[config.mk]
export PLATFORM = sky130hd
export DESIGN_NAME = source_text_tokenizer_core
export DESIGN_NICKNAME = d
export VERILOG_FILES = /design/src/hw/rtl/stt_pkg.sv /design/src/hw/rtl/stt_front.sv /design/src/hw/rtl/stt_fifo.sv /design/src/hw/rtl/stt_back.sv /design/src/hw/rtl/source_text_tokenizer_core.sv
export VERILOG_INCLUDE_DIRS = /design/src /design/src/hw/rtl
export SDC_FILE = /design/constraint.sdc
export NUM_CORES = 1
export LEC_CHECK = 0
export CAP_MARGIN = 20
export CORE_UTILIZATION = 49
export CTS_BUF_LIST = sky130_fd_sc_hd__clkbuf_4 sky130_fd_sc_hd__clkbuf_8
export CTS_CLUSTER_SIZE = 10
export DETAILED_ROUTE_END_ITERATION = 16
export DONT_BUFFER_PORTS = 1
export MAX_ROUTING_LAYER = met4
export SYNTH_ARGS = -nofsm -noshare
export SYNTH_HDL_FRONTEND = slang
export SYNTH_HIERARCHICAL = 1
export SYNTH_SLANG_ARGS = --single-unit
[constraint.sdc]
create_clock -name clk -period 10.1 [get_ports clk]
set_clock_uncertainty 0.05 [all_clocks]
set_input_delay 2.02 -clock clk [delete_from_list [all_inputs] [get_ports clk]]
set_output_delay 2.02 -clock clk [all_outputs]
set_load 0.02 [all_outputs]
[src/hw/rtl/source_text_tokenizer_core_macros.svh]
// Assertion macros shared by the tokenizer RTL.
`ifndef SOURCE_TEXT_TOKENIZER_CORE_MACROS_SVH
`define SOURCE_TEXT_TOKENIZER_CORE_MACROS_SVH
`ifndef SYNTHESIS
// Property must hold at every clock edge outside reset.
`define STT_ASSERT(name, prop) \
    name: assert property (@(posedge clk) disable iff (!rst_n) prop) \
    else $error("assertion failed");
// Expression must never be true outside reset.
`define STT_NEVER(name, expr) \
    name: assert property (@(posedge clk) disable iff (!rst_n) !(expr)) \
    else $error("forbidden condition");
`else
`define STT_ASSERT(name, prop)
`define STT_NEVER(name, expr)
`endif
`endif

[src/hw/rtl/stt_pkg.sv]
`timescale 1ns / 1ps
package stt_pkg;

    localparam int MAX_SOURCE_BYTES = 65536;
    localparam int KW_CHARS = 6;
    localparam int KW_BITS = 8 * KW_CHARS;
    localparam int KW_IDX_W = $clog2(KW_CHARS);
    localparam int KW_COUNT = 17;
    localparam int QUEUE_DEPTH = 4;
    localparam int POS_CAP_I = (MAX_SOURCE_BYTES - 1 < 65535) ? MAX_SOURCE_BYTES - 1 : 65535;
    localparam logic [15:0] POS_CAP = POS_CAP_I[15:0];
    localparam logic [15:0] CNT_MAX = 16'hFFFF;

    // token kinds
    localparam logic [5:0] K_NUMBER = 6'd0;
    localparam logic [5:0] K_STRING = 6'd1;
    localparam logic [5:0] K_IDENT = 6'd2;
    localparam logic [5:0] K_LABEL = 6'd3;
    localparam logic [5:0] K_KW0 = 6'd4;
    localparam logic [5:0] K_PLUS = 6'd21;
    localparam logic [5:0] K_MINUS = 6'd22;
    localparam logic [5:0] K_ARROW = 6'd23;
    localparam logic [5:0] K_STAR = 6'd24;
    localparam logic [5:0] K_SLASH = 6'd25;
    localparam logic [5:0] K_CARET = 6'd26;
    localparam logic [5:0] K_PERCENT = 6'd27;
    localparam logic [5:0] K_SEMI = 6'd28;
    localparam logic [5:0] K_COLON = 6'd29;
    localparam logic [5:0] K_COMMA = 6'd30;
    localparam logic [5:0] K_DOT = 6'd31;
    localparam logic [5:0] K_LBRACE = 6'd32;
    localparam logic [5:0] K_RBRACE = 6'd33;
    localparam logic [5:0] K_LPAREN = 6'd34;
    localparam logic [5:0] K_RPAREN = 6'd35;
    localparam logic [5:0] K_LBRACKET = 6'd36;
    localparam logic [5:0] K_RBRACKET = 6'd37;
    localparam logic [5:0] K_ASSIGN = 6'd38;
    localparam logic [5:0] K_EQUAL = 6'd39;
    localparam logic [5:0] K_NOTEQ = 6'd40;
    localparam logic [5:0] K_LESS = 6'd41;
    localparam logic [5:0] K_LESSEQ = 6'd42;
    localparam logic [5:0] K_GREATER = 6'd43;
    localparam logic [5:0] K_GREATEREQ = 6'd44;
    localparam logic [5:0] K_NEWLINE = 6'd45;
    localparam logic [5:0] K_EOF = 6'd46;
    localparam logic [5:0] K_ERROR = 6'd47;

    // error codes
    localparam logic [2:0] E_NONE = 3'd0;
    localparam logic [2:0] E_OPEN_COMMENT = 3'd1;
    localparam logic [2:0] E_OPEN_STRING = 3'd2;
    localparam logic [2:0] E_EMPTY_LABEL = 3'd3;
    localparam logic [2:0] E_LONE_BANG = 3'd4;
    localparam logic [2:0] E_UNKNOWN = 3'd5;

    // characters
    localparam logic [7:0] CH_TAB = 8'h09;
    localparam logic [7:0] CH_LF = 8'h0A;
    localparam logic [7:0] CH_CR = 8'h0D;
    localparam logic [7:0] CH_SP = 8'h20;
    localparam logic [7:0] CH_BANG = 8'h21;
    localparam logic [7:0] CH_QUOTE = 8'h22;
    localparam logic [7:0] CH_HASH = 8'h23;
    localparam logic [7:0] CH_PERCENT = 8'h25;
    localparam logic [7:0] CH_LPAREN = 8'h28;
    localparam logic [7:0] CH_RPAREN = 8'h29;
    localparam logic [7:0] CH_STAR = 8'h2A;
    localparam logic [7:0] CH_PLUS = 8'h2B;
    localparam logic [7:0] CH_COMMA = 8'h2C;
    localparam logic [7:0] CH_MINUS = 8'h2D;
    localparam logic [7:0] CH_DOT = 8'h2E;
    localparam logic [7:0] CH_SLASH = 8'h2F;
    localparam logic [7:0] CH_COLON = 8'h3A;
    localparam logic [7:0] CH_SEMI = 8'h3B;
    localparam logic [7:0] CH_LT = 8'h3C;
    localparam logic [7:0] CH_EQ = 8'h3D;
    localparam logic [7:0] CH_GT = 8'h3E;
    localparam logic [7:0] CH_AT = 8'h40;
    localparam logic [7:0] CH_LBRACKET = 8'h5B;
    localparam logic [7:0] CH_BSLASH = 8'h5C;
    localparam logic [7:0] CH_RBRACKET = 8'h5D;
    localparam logic [7:0] CH_CARET = 8'h5E;
    localparam logic [7:0] CH_UNDER = 8'h5F;
    localparam logic [7:0] CH_LBRACE = 8'h7B;
    localparam logic [7:0] CH_RBRACE = 8'h7D;

    typedef enum logic [3:0] {
        M_IDLE, M_LINECOM, M_BLOCK, M_BLOCKSTAR, M_SLASH, M_NUMBER, M_STRING,
        M_STRESC, M_LABEL, M_IDENT, M_MINUS, M_EQ, M_BANG, M_LT, M_GT, M_ERROR
    } mode_t;

    typedef struct packed {
        logic [5:0]  kind;
        logic [2:0]  err;
        logic [15:0] line;
        logic [15:0] start;
        logic [15:0] len;
    } res_t;

    // one queue entry: the results of one input item
    typedef struct packed {
        logic two;
        res_t r0;
        res_t r1;
    } pair_t;

    // effect of a byte seen in idle mode
    typedef struct packed {
        mode_t       mode;
        logic        emit;
        logic [5:0]  kind;
        logic [2:0]  err;
        logic [15:0] len;
        logic        line_inc;
        logic        begin_tok;
        logic        ident;
    } idle_t;

    // keyword text, right-aligned, first character in the highest used byte
    localparam logic [KW_BITS-1:0] KW_STR [KW_COUNT] = '{
        KW_BITS'("if"), KW_BITS'("then"), KW_BITS'("else"), KW_BITS'("end"),
        KW_BITS'("while"), KW_BITS'("do"), KW_BITS'("repeat"), KW_BITS'("times"),
        KW_BITS'("print"), KW_BITS'("true"), KW_BITS'("false"), KW_BITS'("and"),
        KW_BITS'("or"), KW_BITS'("not"), KW_BITS'("start"), KW_BITS'("goto"),
        KW_BITS'("stop")
    };
    localparam logic [15:0] KW_LEN [KW_COUNT] = '{
        16'd2, 16'd4, 16'd4, 16'd3, 16'd5, 16'd2, 16'd6, 16'd5, 16'd5,
        16'd4, 16'd5, 16'd3, 16'd2, 16'd3, 16'd5, 16'd4, 16'd4
    };

    function automatic res_t mk_res(input logic [5:0] kind, input logic [2:0] err,
                                    input logic [15:0] start, input logic [15:0] len);
        res_t r;
        r.kind = kind;
        r.err = err;
        r.line = '0;
        r.start = start;
        r.len = len;
        return r;
    endfunction

    // keyword text with the first character in the low byte
    function automatic logic [KW_BITS-1:0] kw_le(input int k);
        logic [KW_BITS-1:0] w;
        w = '0;
        for (int i = 0; i < KW_CHARS; i++)
        begin
            if (i < int'(KW_LEN[k]))
            begin
                w[8*i +: 8] = KW_STR[k][8*(int'(KW_LEN[k]) - 1 - i) +: 8];
            end
        end
        return w;
    endfunction

    // bytes past the word length are zero in the buffer
    function automatic logic [5:0] kw_kind(input logic [KW_BITS-1:0] wbuf,
                                           input logic [15:0] wlen);
        logic [5:0] k;
        k = K_IDENT;
        for (int i = 0; i < KW_COUNT; i++)
        begin
            if (wlen == KW_LEN[i] && wbuf == kw_le(i))
            begin
                k = K_KW0 + 6'(i);
            end
        end
        return k;
    endfunction

    function automatic logic is_digit(input logic [7:0] c);
        return c >= 8'h30 && c <= 8'h39;
    endfunction

    function automatic logic is_alpha(input logic [7:0] c);
        return (c >= 8'h61 && c <= 8'h7A) || (c >= 8'h41 && c <= 8'h5A);
    endfunction

    function automatic logic is_word(input logic [7:0] c);
        return is_alpha(c) || is_digit(c) || c == CH_UNDER;
    endfunction

    function automatic idle_t idle_fn(input logic [7:0] c);
        idle_t r;
        r = '0;
        r.mode = M_IDLE;
        case (c)
            CH_SP, CH_TAB, CH_CR: ;
            CH_LF:
            begin
                r.emit = 1'b1;
                r.kind = K_NEWLINE;
                r.len = 16'd1;
                r.line_inc = 1'b1;
            end
            CH_HASH: r.mode = M_LINECOM;
            CH_SLASH: begin r.mode = M_SLASH; r.begin_tok = 1'b1; end
            CH_QUOTE: begin r.mode = M_STRING; r.begin_tok = 1'b1; end
            CH_AT: begin r.mode = M_LABEL; r.begin_tok = 1'b1; end
            CH_MINUS: begin r.mode = M_MINUS; r.begin_tok = 1'b1; end
            CH_EQ: begin r.mode = M_EQ; r.begin_tok = 1'b1; end
            CH_BANG: begin r.mode = M_BANG; r.begin_tok = 1'b1; end
            CH_LT: begin r.mode = M_LT; r.begin_tok = 1'b1; end
            CH_GT: begin r.mode = M_GT; r.begin_tok = 1'b1; end
            CH_PLUS, CH_STAR, CH_CARET, CH_PERCENT, CH_SEMI, CH_COLON, CH_COMMA,
            CH_DOT, CH_LBRACE, CH_RBRACE, CH_LPAREN, CH_RPAREN, CH_LBRACKET,
            CH_RBRACKET:
            begin
                r.emit = 1'b1;
                r.len = 16'd1;
                case (c)
                    CH_PLUS: r.kind = K_PLUS;
                    CH_STAR: r.kind = K_STAR;
                    CH_CARET: r.kind = K_CARET;
                    CH_PERCENT: r.kind = K_PERCENT;
                    CH_SEMI: r.kind = K_SEMI;
                    CH_COLON: r.kind = K_COLON;
                    CH_COMMA: r.kind = K_COMMA;
                    CH_DOT: r.kind = K_DOT;
                    CH_LBRACE: r.kind = K_LBRACE;
                    CH_RBRACE: r.kind = K_RBRACE;
                    CH_LPAREN: r.kind = K_LPAREN;
                    CH_RPAREN: r.kind = K_RPAREN;
                    CH_LBRACKET: r.kind = K_LBRACKET;
                    default: r.kind = K_RBRACKET;
                endcase
            end
            default:
            begin
                if (is_digit(c))
                begin
                    r.mode = M_NUMBER;
                    r.begin_tok = 1'b1;
                end
                else if (is_alpha(c) || c == CH_UNDER)
                begin
                    r.mode = M_IDENT;
                    r.begin_tok = 1'b1;
                    r.ident = 1'b1;
                end
                else
                begin
                    r.mode = M_ERROR;
                    r.emit = 1'b1;
                    r.kind = K_ERROR;
                    r.err = E_UNKNOWN;
                end
            end
        endcase
        return r;
    endfunction

endpackage

[src/hw/rtl/stt_front.sv]
`timescale 1ns / 1ps
module stt_front
    import stt_pkg::*;
(
    input  logic        clk,
    input  logic        rst_n,
    input  logic        take,
    input  logic [7:0]  ch,
    input  logic        end_mark,
    output logic        push,
    output pair_t       entry
);

    mode_t              mode_reg, mode_next;
    logic [15:0]        line_reg, line_next;
    logic [15:0]        pos_reg, pos_next;
    logic [15:0]        start_reg, start_next;
    logic [KW_BITS-1:0] wbuf_reg, wbuf_next;
    logic [15:0]        wlen_reg, wlen_next;

    idle_t              id;
    logic               first_v, sec_v, call_idle, line_inc, failed;
    res_t               first, sec;
    logic [15:0]        wlen_grow;
    logic [KW_IDX_W-1:0] widx;

    assign id = idle_fn(ch);
    assign wlen_grow = (wlen_reg < CNT_MAX) ? wlen_reg + 16'd1 : wlen_reg;
    assign widx = wlen_reg[KW_IDX_W-1:0];

    // scanner: results of this byte and next scan state
    always_comb
    begin
        mode_next = mode_reg;
        line_next = line_reg;
        pos_next = pos_reg;
        start_next = start_reg;
        wbuf_next = wbuf_reg;
        wlen_next = wlen_reg;
        first_v = 1'b0;
        first = '0;
        sec_v = 1'b0;
        sec = '0;
        call_idle = 1'b0;
        line_inc = 1'b0;
        failed = 1'b0;
        if (end_mark)
        begin
            // flush pending token or error, then EOF unless the scan is in or ends in error
            case (mode_reg)
                M_BLOCK, M_BLOCKSTAR:
                begin
                    failed = 1'b1;
                    first = mk_res(K_ERROR, E_OPEN_COMMENT, start_reg, 16'd0);
                end
                M_STRING, M_STRESC:
                begin
                    failed = 1'b1;
                    first = mk_res(K_ERROR, E_OPEN_STRING, start_reg, 16'd0);
                end
                M_BANG:
                begin
                    failed = 1'b1;
                    first = mk_res(K_ERROR, E_LONE_BANG, start_reg, 16'd0);
                end
                M_LABEL:
                begin
                    if (wlen_reg <= 16'd1)
                    begin
                        failed = 1'b1;
                        first = mk_res(K_ERROR, E_EMPTY_LABEL, start_reg, 16'd0);
                    end
                    else
                    begin
                        first = mk_res(K_LABEL, E_NONE, start_reg, wlen_reg);
                    end
                end
                M_NUMBER: first = mk_res(K_NUMBER, E_NONE, start_reg, wlen_reg);
                M_IDENT: first = mk_res(kw_kind(wbuf_reg, wlen_reg), E_NONE, start_reg, wlen_reg);
                M_SLASH: first = mk_res(K_SLASH, E_NONE, start_reg, 16'd1);
                M_MINUS: first = mk_res(K_MINUS, E_NONE, start_reg, 16'd1);
                M_EQ: first = mk_res(K_ASSIGN, E_NONE, start_reg, 16'd1);
                M_LT: first = mk_res(K_LESS, E_NONE, start_reg, 16'd1);
                M_GT: first = mk_res(K_GREATER, E_NONE, start_reg, 16'd1);
                default: ;
            endcase
            first_v = (mode_reg != M_ERROR) && (mode_reg != M_IDLE) &&
                      (mode_reg != M_LINECOM);
            if (mode_reg != M_ERROR && !failed)
            begin
                sec_v = 1'b1;
                sec = mk_res(K_EOF, E_NONE, pos_reg, 16'd0);
            end
            mode_next = M_IDLE;
            line_next = 16'd1;
            pos_next = '0;
            start_next = '0;
            wbuf_next = '0;
            wlen_next = '0;
        end
        else
        begin
            case (mode_reg)
                M_ERROR: ;
                M_LINECOM: call_idle = (ch == CH_LF);
                M_BLOCK:
                begin
                    if (ch == CH_LF) line_inc = 1'b1;
                    else if (ch == CH_STAR) mode_next = M_BLOCKSTAR;
                end
                M_BLOCKSTAR:
                begin
                    if (ch == CH_SLASH) mode_next = M_IDLE;
                    else if (ch == CH_LF)
                    begin
                        line_inc = 1'b1;
                        mode_next = M_BLOCK;
                    end
                    else if (ch != CH_STAR) mode_next = M_BLOCK;
                end
                M_SLASH:
                begin
                    if (ch == CH_SLASH) mode_next = M_LINECOM;
                    else if (ch == CH_STAR) mode_next = M_BLOCK;
                    else
                    begin
                        first_v = 1'b1;
                        first = mk_res(K_SLASH, E_NONE, start_reg, 16'd1);
                        call_idle = 1'b1;
                    end
                end
                M_NUMBER:
                begin
                    if (is_digit(ch) || ch == CH_DOT) wlen_next = wlen_grow;
                    else
                    begin
                        first_v = 1'b1;
                        first = mk_res(K_NUMBER, E_NONE, start_reg, wlen_reg);
                        call_idle = 1'b1;
                    end
                end
                M_STRING:
                begin
                    wlen_next = wlen_grow;
                    if (ch == CH_BSLASH) mode_next = M_STRESC;
                    else if (ch == CH_QUOTE)
                    begin
                        first_v = 1'b1;
                        first = mk_res(K_STRING, E_NONE, start_reg, wlen_grow);
                        mode_next = M_IDLE;
                    end
                end
                M_STRESC:
                begin
                    wlen_next = wlen_grow;
                    mode_next = M_STRING;
                end
                M_LABEL:
                begin
                    if (is_word(ch)) wlen_next = wlen_grow;
                    else if (wlen_reg <= 16'd1)
                    begin
                        first_v = 1'b1;
                        first = mk_res(K_ERROR, E_EMPTY_LABEL, start_reg, 16'd0);
                        mode_next = M_ERROR;
                    end
                    else
                    begin
                        first_v = 1'b1;
                        first = mk_res(K_LABEL, E_NONE, start_reg, wlen_reg);
                        call_idle = 1'b1;
                    end
                end
                M_IDENT:
                begin
                    if (is_word(ch))
                    begin
                        if (wlen_reg < 16'(KW_CHARS)) wbuf_next[8*widx +: 8] = ch;
                        wlen_next = wlen_grow;
                    end
                    else
                    begin
                        first_v = 1'b1;
                        first = mk_res(kw_kind(wbuf_reg, wlen_reg), E_NONE, start_reg,
                                       wlen_reg);
                        call_idle = 1'b1;
                    end
                end
                M_MINUS, M_EQ, M_LT, M_GT:
                begin
                    first_v = 1'b1;
                    if ((mode_reg == M_MINUS && ch == CH_GT) ||
                        (mode_reg != M_MINUS && ch == CH_EQ))
                    begin
                        case (mode_reg)
                            M_MINUS: first = mk_res(K_ARROW, E_NONE, start_reg, 16'd2);
                            M_EQ: first = mk_res(K_EQUAL, E_NONE, start_reg, 16'd2);
                            M_LT: first = mk_res(K_LESSEQ, E_NONE, start_reg, 16'd2);
                            default: first = mk_res(K_GREATEREQ, E_NONE, start_reg, 16'd2);
                        endcase
                        mode_next = M_IDLE;
                    end
                    else
                    begin
                        case (mode_reg)
                            M_MINUS: first = mk_res(K_MINUS, E_NONE, start_reg, 16'd1);
                            M_EQ: first = mk_res(K_ASSIGN, E_NONE, start_reg, 16'd1);
                            M_LT: first = mk_res(K_LESS, E_NONE, start_reg, 16'd1);
                            default: first = mk_res(K_GREATER, E_NONE, start_reg, 16'd1);
                        endcase
                        call_idle = 1'b1;
                    end
                end
                M_BANG:
                begin
                    first_v = 1'b1;
                    if (ch == CH_EQ)
                    begin
                        first = mk_res(K_NOTEQ, E_NONE, start_reg, 16'd2);
                        mode_next = M_IDLE;
                    end
                    else
                    begin
                        first = mk_res(K_ERROR, E_LONE_BANG, start_reg, 16'd0);
                        mode_next = M_ERROR;
                    end
                end
                default: call_idle = 1'b1;
            endcase
            // byte seen as if idle
            if (call_idle)
            begin
                mode_next = id.mode;
                line_inc = id.line_inc;
                sec_v = id.emit;
                sec = mk_res(id.kind, id.err, pos_reg, id.len);
                if (id.begin_tok)
                begin
                    start_next = pos_reg;
                    wlen_next = 16'd1;
                end
                if (id.ident)
                begin
                    wbuf_next = KW_BITS'(ch);
                end
            end
            if (line_inc && line_reg < CNT_MAX) line_next = line_reg + 16'd1;
            if (pos_reg < POS_CAP) pos_next = pos_reg + 16'd1;
        end
    end

    // pack results for the queue
    always_comb
    begin
        entry.two = first_v && sec_v;
        entry.r0 = first_v ? first : sec;
        entry.r1 = sec;
        entry.r0.line = line_reg;
        entry.r1.line = line_reg;
        push = take && (first_v || sec_v);
    end

    always_ff @(posedge clk or negedge rst_n)
    begin
        if (!rst_n)
        begin
            mode_reg <= M_IDLE;
            line_reg <= 16'd1;
            pos_reg <= '0;
            start_reg <= '0;
            wbuf_reg <= '0;
            wlen_reg <= '0;
        end
        else if (take)
        begin
            mode_reg <= mode_next;
            line_reg <= line_next;
            pos_reg <= pos_next;
            start_reg <= start_next;
            wbuf_reg <= wbuf_next;
            wlen_reg <= wlen_next;
        end
    end

endmodule

[src/hw/rtl/stt_fifo.sv]
`timescale 1ns / 1ps
`include "source_text_tokenizer_core_macros.svh"
module stt_fifo
    import stt_pkg::*;
#(
    parameter int DEPTH = QUEUE_DEPTH
)
(
    input  logic  clk,
    input  logic  rst_n,
    input  logic  push,
    input  pair_t wdata,
    output logic  full,
    input  logic  pop,
    output logic  nonempty,
    output pair_t rdata
);

    localparam int PW = (DEPTH > 1) ? $clog2(DEPTH) : 1;
    localparam int CW = $clog2(DEPTH + 1);

    pair_t           slot_reg [DEPTH];
    logic [PW-1:0]   wp_reg, wp_next, rp_reg, rp_next;
    logic [CW-1:0]   cnt_reg, cnt_next;

    assign full = (cnt_reg == CW'(DEPTH));
    assign nonempty = (cnt_reg != '0);
    assign rdata = slot_reg[rp_reg];

    // pointer and count update
    always_comb
    begin
        wp_next = wp_reg;
        rp_next = rp_reg;
        cnt_next = cnt_reg;
        if (push)
        begin
            wp_next = (wp_reg == PW'(DEPTH - 1)) ? '0 : wp_reg + PW'(1);
        end
        if (pop)
        begin
            rp_next = (rp_reg == PW'(DEPTH - 1)) ? '0 : rp_reg + PW'(1);
        end
        if (push && !pop) cnt_next = cnt_reg + CW'(1);
        else if (pop && !push) cnt_next = cnt_reg - CW'(1);
    end

    always_ff @(posedge clk or negedge rst_n)
    begin
        if (!rst_n)
        begin
            wp_reg <= '0;
            rp_reg <= '0;
            cnt_reg <= '0;
        end
        else
        begin
            wp_reg <= wp_next;
            rp_reg <= rp_next;
            cnt_reg <= cnt_next;
        end
    end

    always_ff @(posedge clk)
    begin
        if (push) slot_reg[wp_reg] <= wdata;
    end

    `STT_NEVER(a_no_overflow, push && full)
    `STT_NEVER(a_no_underflow, pop && !nonempty)
    `STT_NEVER(a_count_range, cnt_reg > CW'(DEPTH))

endmodule

[src/hw/rtl/stt_back.sv]
`timescale 1ns / 1ps
`include "source_text_tokenizer_core_macros.svh"
module stt_back
    import stt_pkg::*;
(
    input  logic  clk,
    input  logic  rst_n,
    input  logic  nonempty,
    input  pair_t rdata,
    output logic  pop,
    output logic  out_valid,
    input  logic  out_ready,
    output res_t  res,
    output logic  res_last
);

    logic out_valid_reg, out_valid_next;
    res_t out_reg, out_next;
    logic last_reg, last_next;
    logic pend_valid_reg, pend_valid_next;
    res_t pend_reg, pend_next;
    logic load;

    assign load = !out_valid_reg || out_ready;
    assign pop = load && !pend_valid_reg && nonempty;

    // output register, second result of a pair waits in pend
    always_comb
    begin
        out_valid_next = out_valid_reg;
        out_next = out_reg;
        last_next = last_reg;
        pend_valid_next = pend_valid_reg;
        pend_next = pend_reg;
        if (load)
        begin
            out_valid_next = 1'b0;
            if (pend_valid_reg)
            begin
                out_valid_next = 1'b1;
                out_next = pend_reg;
                last_next = 1'b1;
                pend_valid_next = 1'b0;
            end
            else if (nonempty)
            begin
                out_valid_next = 1'b1;
                out_next = rdata.r0;
                last_next = !rdata.two;
                pend_valid_next = rdata.two;
                pend_next = rdata.r1;
            end
        end
    end

    always_ff @(posedge clk or negedge rst_n)
    begin
        if (!rst_n)
        begin
            out_valid_reg <= 1'b0;
            pend_valid_reg <= 1'b0;
        end
        else
        begin
            out_valid_reg <= out_valid_next;
            pend_valid_reg <= pend_valid_next;
        end
    end

    always_ff @(posedge clk)
    begin
        out_reg <= out_next;
        last_reg <= last_next;
        pend_reg <= pend_next;
    end

    assign out_valid = out_valid_reg;
    assign res = out_reg;
    assign res_last = last_reg;

    `STT_ASSERT(a_pend_behind_out, pend_valid_reg |-> out_valid_reg)
    `STT_ASSERT(a_pend_first_not_last, pend_valid_reg |-> !last_reg)
    `STT_ASSERT(a_pend_drains, (pend_valid_reg && out_ready) |=> (out_valid_reg && last_reg))

endmodule

[src/hw/rtl/source_text_tokenizer_core.sv]
// Path: a byte's first token is written into the queue when the byte is taken, then
// loaded into the output register; a second token of the same byte waits in the pend register.
// Throughput: one byte per cycle while the queue is not full; the output register delivers
// one token per cycle while out_ready is high; the queue absorbs items with two tokens.
// Reset: rst_n asynchronous, active low; scanner returns to line 1, offset 0,
// queue and output are emptied.
`timescale 1ns / 1ps
module source_text_tokenizer_core
    import stt_pkg::*;
#(
    parameter int DEPTH = QUEUE_DEPTH
)
(
    input  logic        clk,
    input  logic        rst_n,
    input  logic        in_valid,
    output logic        in_ready,
    input  logic [7:0]  ch,
    input  logic        end_mark,
    output logic        out_valid,
    input  logic        out_ready,
    output logic [5:0]  token_kind,
    output logic [2:0]  error_code,
    output logic [15:0] line_number,
    output logic [15:0] start_offset,
    output logic [15:0] token_length,
    output logic        last
);

    logic  take, push, full, pop, nonempty;
    pair_t wentry, rentry;
    res_t  res;

    assign in_ready = !full;
    assign take = in_valid && in_ready;

    stt_front u_front (
        .clk      (clk),
        .rst_n    (rst_n),
        .take     (take),
        .ch       (ch),
        .end_mark (end_mark),
        .push     (push),
        .entry    (wentry)
    );

    stt_fifo #(
        .DEPTH (DEPTH)
    ) u_fifo (
        .clk      (clk),
        .rst_n    (rst_n),
        .push     (push),
        .wdata    (wentry),
        .full     (full),
        .pop      (pop),
        .nonempty (nonempty),
        .rdata    (rentry)
    );

    stt_back u_back (
        .clk       (clk),
        .rst_n     (rst_n),
        .nonempty  (nonempty),
        .rdata     (rentry),
        .pop       (pop),
        .out_valid (out_valid),
        .out_ready (out_ready),
        .res       (res),
        .res_last  (last)
    );

    assign token_kind = res.kind;
    assign error_code = res.err;
    assign line_number = res.line;
    assign start_offset = res.start;
    assign token_length = res.len;

endmodule
==> summary.md <==
| Metric | Value |
|---|---|
| Root buf cell | clkbuf_8 |
| TritonCTS buffer count | approximately 110 |
| Hold_ws | approximately 0.42 ns |
| Slowest cell on the critical path | and2_4 |
| Type of origin of the critical path | primary input |
| P&R area growth vs syn | 9.63% |
| Remaining global-route overflow | 0 |
| Sequential share of power | between 40% and 50% |
| CP dominant cell by count | buf_4 |
| PortBufs | 0 |
| Vias in the first global route | between 15000 and 20000 |
| Worst path top cell family by delay | compound AO/OA/AOI/OAI gates |
| HP Start | u_front/start_reg[14] |
| TritonCTS clock tree | built |
| CP Launch Point | ch[4] |
| R2r startpoint | u_front/wlen_reg[0] |
| Layout fillers | around 5000 |
| Die Ht | approximately 250 µm |
| Top cells by area, synth | edfxtp_1, dfrtp_1, mux4_2 |
| Netlist cell types | ~100 |
| R2r setup slk | 4.18 ns |
| CP max stage delay | 0.94 ns |
| Synth top area share | 55.7% |
| Unrepaired setup endpoints after global routing | no |
| Synth Cell Area | approximately 0.031 mm² |
| Final Max Slew Viols | 0 |
| Fin. Hold Viols | 0 |
| Avg Inst Size Synth | 15.5 µm² |
| Largest register FFs | 460 |
| Initial core utilization | 49.9% |
| Leak Pwr | 0.0118 µW |
| Sequential share of the synthesized area | between 60% and 70% |
| Maximum clock rate | approximately 150 MHz |
| Synth warn | 6 |
| HP Class | reg -> reg |
| Share of layout cells above drive strength 1 | between 20% and 30% |
| Final #Nets | just over 2000 |
| Yosys reg bits | 700 |
| Hold Path End | u_front/start_reg[14] |
| Crit path cell chain | or2_2 -> o41ai_1 -> o22ai_1 -> buf_4 -> nor2_1 -> nor2_4 -> o21ai_2 -> o31ai_1 -> a21oi_1 -> and2_4 -> buf_4 |
| Pin count of the biggest net entering global routing | approximately 130 |
| Core Box Area | between 0.06 and 0.07 mm² |
| H-tree levels | 3 |
| Slew HR | between 20% and 30% |
| Status | complete, no violations |
| Critical path arrival | 6.83 ns |
| Sw Share | a little under a third |
| Post-CTS setup buffer count | 0 |
| FFs w/ async S/R, synth | between 10% and 20% |
| CTS Hold Bufs | 0 |
| Die width | 254 µm |
| Crit path max fanout | slightly below 60 |
| IO Pins | 73 |
| Initial antenna violation count | 2 |
| VDD IR max | approximately 0.14 mV |
| Total negative slack | 0 ns |
| R2r endpoint | u_fifo/slot_reg[1][56] |
| Net Switching | about 2900 µW |
| Synth Instances | 2000 |
| Top_reg_cell synth | edfxtp_1 |
| Clk_lat worst skew | ~0.74 ns |
| WHS Path Cells | 2 |
| Via count | roughly 18000 |
| Internal | about 6500 µW |
| Cell taking the most area after synthesis | edfxtp_1 |
| Clock transition at path regs | 0.06 ns |
| Power Density | approximately 280 mW/mm² |
| Max clock buf depth | 3 |
| Worst setup EP type | flop |
| Final setup vio count | 0 |
| Worst-Margin Slew | roughly 1.1 ns |
| Clock sink count | 700 |
| Tot GR Track Use | 23.3% |
| Placement Rows | between 90 and 100 |
| Vias per cell | 6.01 |
| Full die area | about 0.064 mm² |
| Power share of the clock group | 28.0% |
| Drt wl/cell | 24.2 µm |
| Post-detail-place hpwl | about 44 mm |
| Comb power frac | about a quarter |
| WP depth | 11 |
| Global-route wire length before repair | approximately 110 mm |
| Iteration count of the initial detailed-routing pass | 7 |
| Worst path required time | 10.36 ns |
| Routed Antenna Nets | 0 |
| Max-cap check violation count | 0 |
| EDFF count, synth | 575 |
| Post-route minimum period | 6.56 ns |
| Initial drt markers | 1364 |
| Depth of the most critical reg-to-reg path | 12 |
| Total length of routed wires | 71.2 mm |
| Final Cycle Share | 65.0% |
| DRC errors left | 0 |
| CP Class | in -> reg |
| PostCTS Resize Cnt | 0 |
| Buf/Inv on CP | 2 |
| Gp weighted congestion | about 0.94 |
## power groups by stage
stage               sequential [µW]  combinational, µW  clock (µW)
floorplan                      4340               1900           0
global placement               4510               2340           0
detailed placement             4530               2350           0
CTS                            4480               2360        2710
global route                   4540               2490        2830
finish                         4460               2310        2630
## metal layers
metal	routed length (µm)	vias to the layer above	track usage (%)
met5	0	-	-
met1	30500	9102	29.8
met2	35100	508	37.4
met3	3040	171	3.68
met4	2570	0	9.16
li1	-	7900	-
## worst reg2reg max path, stage by stage, from the launching register on
cell and delay [ns]:
dfrtp_1 0.71, inv_1 0.29, ha_1 0.31, nor2_1 0.17
or3_1 0.13, o21ai_0 0.16, nor2_1 0.40, nor2_4 0.11
o21ai_2 0.70, o31ai_1 0.27, a21oi_1 0.59, and2_4 0.94
buf_4 0.69
## synthesized netlist by cell type (9+ instances only)
cell and instances:
a211oi_1 10, a21oi_1 50, a22o_1 37, a22oi_1 12, a31oi_1 13, a32o_1 22, and2_1 34, and3_1 17
buf_2 31, buf_4 38, buf_6 9, clkbuf_1 59, dfrtp_1 124, edfxtp_1 575, ha_1 13, inv_1 24
mux2_2 19, mux2_4 57, mux4_2 115, nand2_1 100, nand2b_1 20, nand3_1 55, nand4_1 28, nor2_1 121
nor2b_1 22, nor3_1 38, nor3b_1 9, nor4_1 19, o21ai_0 76, o31ai_1 13, or3_1 15, xnor2_1 24
## final cells by class
class	count	area (µm²)	share of cell area, %
Antenna cell	2	5.00	0.0147
Clock buffer	184	2210	6.49
Clock inverter	29	322	0.946
Inverter	25	93.8	0.276
Multi-Input combinational cell	1140	9720	28.6
Sequential cell	700	20400	60.0
Tap cell	837	1050	3.08
Timing Repair Buffer	27	200	0.589
## through the flow
| step | utilization (%) | total power, µW | instances | instance area, µm² | worst slack, ns |
|---|---|---|---|---|---|
| after CTS | 54.7 | 9550 | 2942 | 34000 | 3.52 |
| after floorplan | - | 6240 | 2015 | 31100 | 2.55 |
| after detailed placement | 50.6 | 6890 | 2729 | 31500 | 2.77 |
| final | 54.7 | 9410 | 2944 | 34000 | 3.54 |
| after global routing | 54.7 | 9870 | 2943 | 34000 | 3.29 |
| after global placement | 50.6 | 6850 | 2728 | 31500 | 2.93 |
## cells by family after synthesis
kind of cell	after synthesis	share of synthesized area, %
compound gates	330	7.79
mux	196	12.0
simple gates	552	9.80
buf+inv	175	3.18
xor+xnor	32	0.904
other cells	1	0.0121
flops	700	65.8
fa+ha+maj	14	0.589
## worst max path at each step
stage | endpoint | slack [ns]
after floorplan | u_fifo/slot_reg[1][0] | 2.55
after global placement | u_fifo/slot_reg[1][13] | 2.93
after detailed placement | u_fifo/slot_reg[1][13] | 2.77
after CTS | u_fifo/slot_reg[1][108] | 3.52
after global routing | u_fifo/slot_reg[3][51] | 3.29
final | u_fifo/slot_reg[1][56] | 3.54
## layout by cell type, fill, tap and decap left out, types with 9 or more instances in the layout
master,instances
nand2_1,100
and2_1,30
inv_1,24
a22oi_1,12
nand4_1,28
nor4_1,19
o21ai_0,76
clkbuf_4,52
buf_4,26
mux2_4,57
dfrtp_1,121
nor3_1,38
nor3b_1,9
a211oi_1,10
clkbuf_8,132
conb_1,16
mux2_2,19
mux4_2,115
a21oi_1,50
o31ai_1,13
nand2b_1,20
nor2b_1,21
edfxtp_1,575
a22o_1,37
nor2_1,118
a32o_1,22
and3_1,17
nand3_1,55
ha_1,13
a31oi_1,13
or3_1,15
clkinv_1,11
xnor2_1,24
Power figures use the tool's default switching activity.
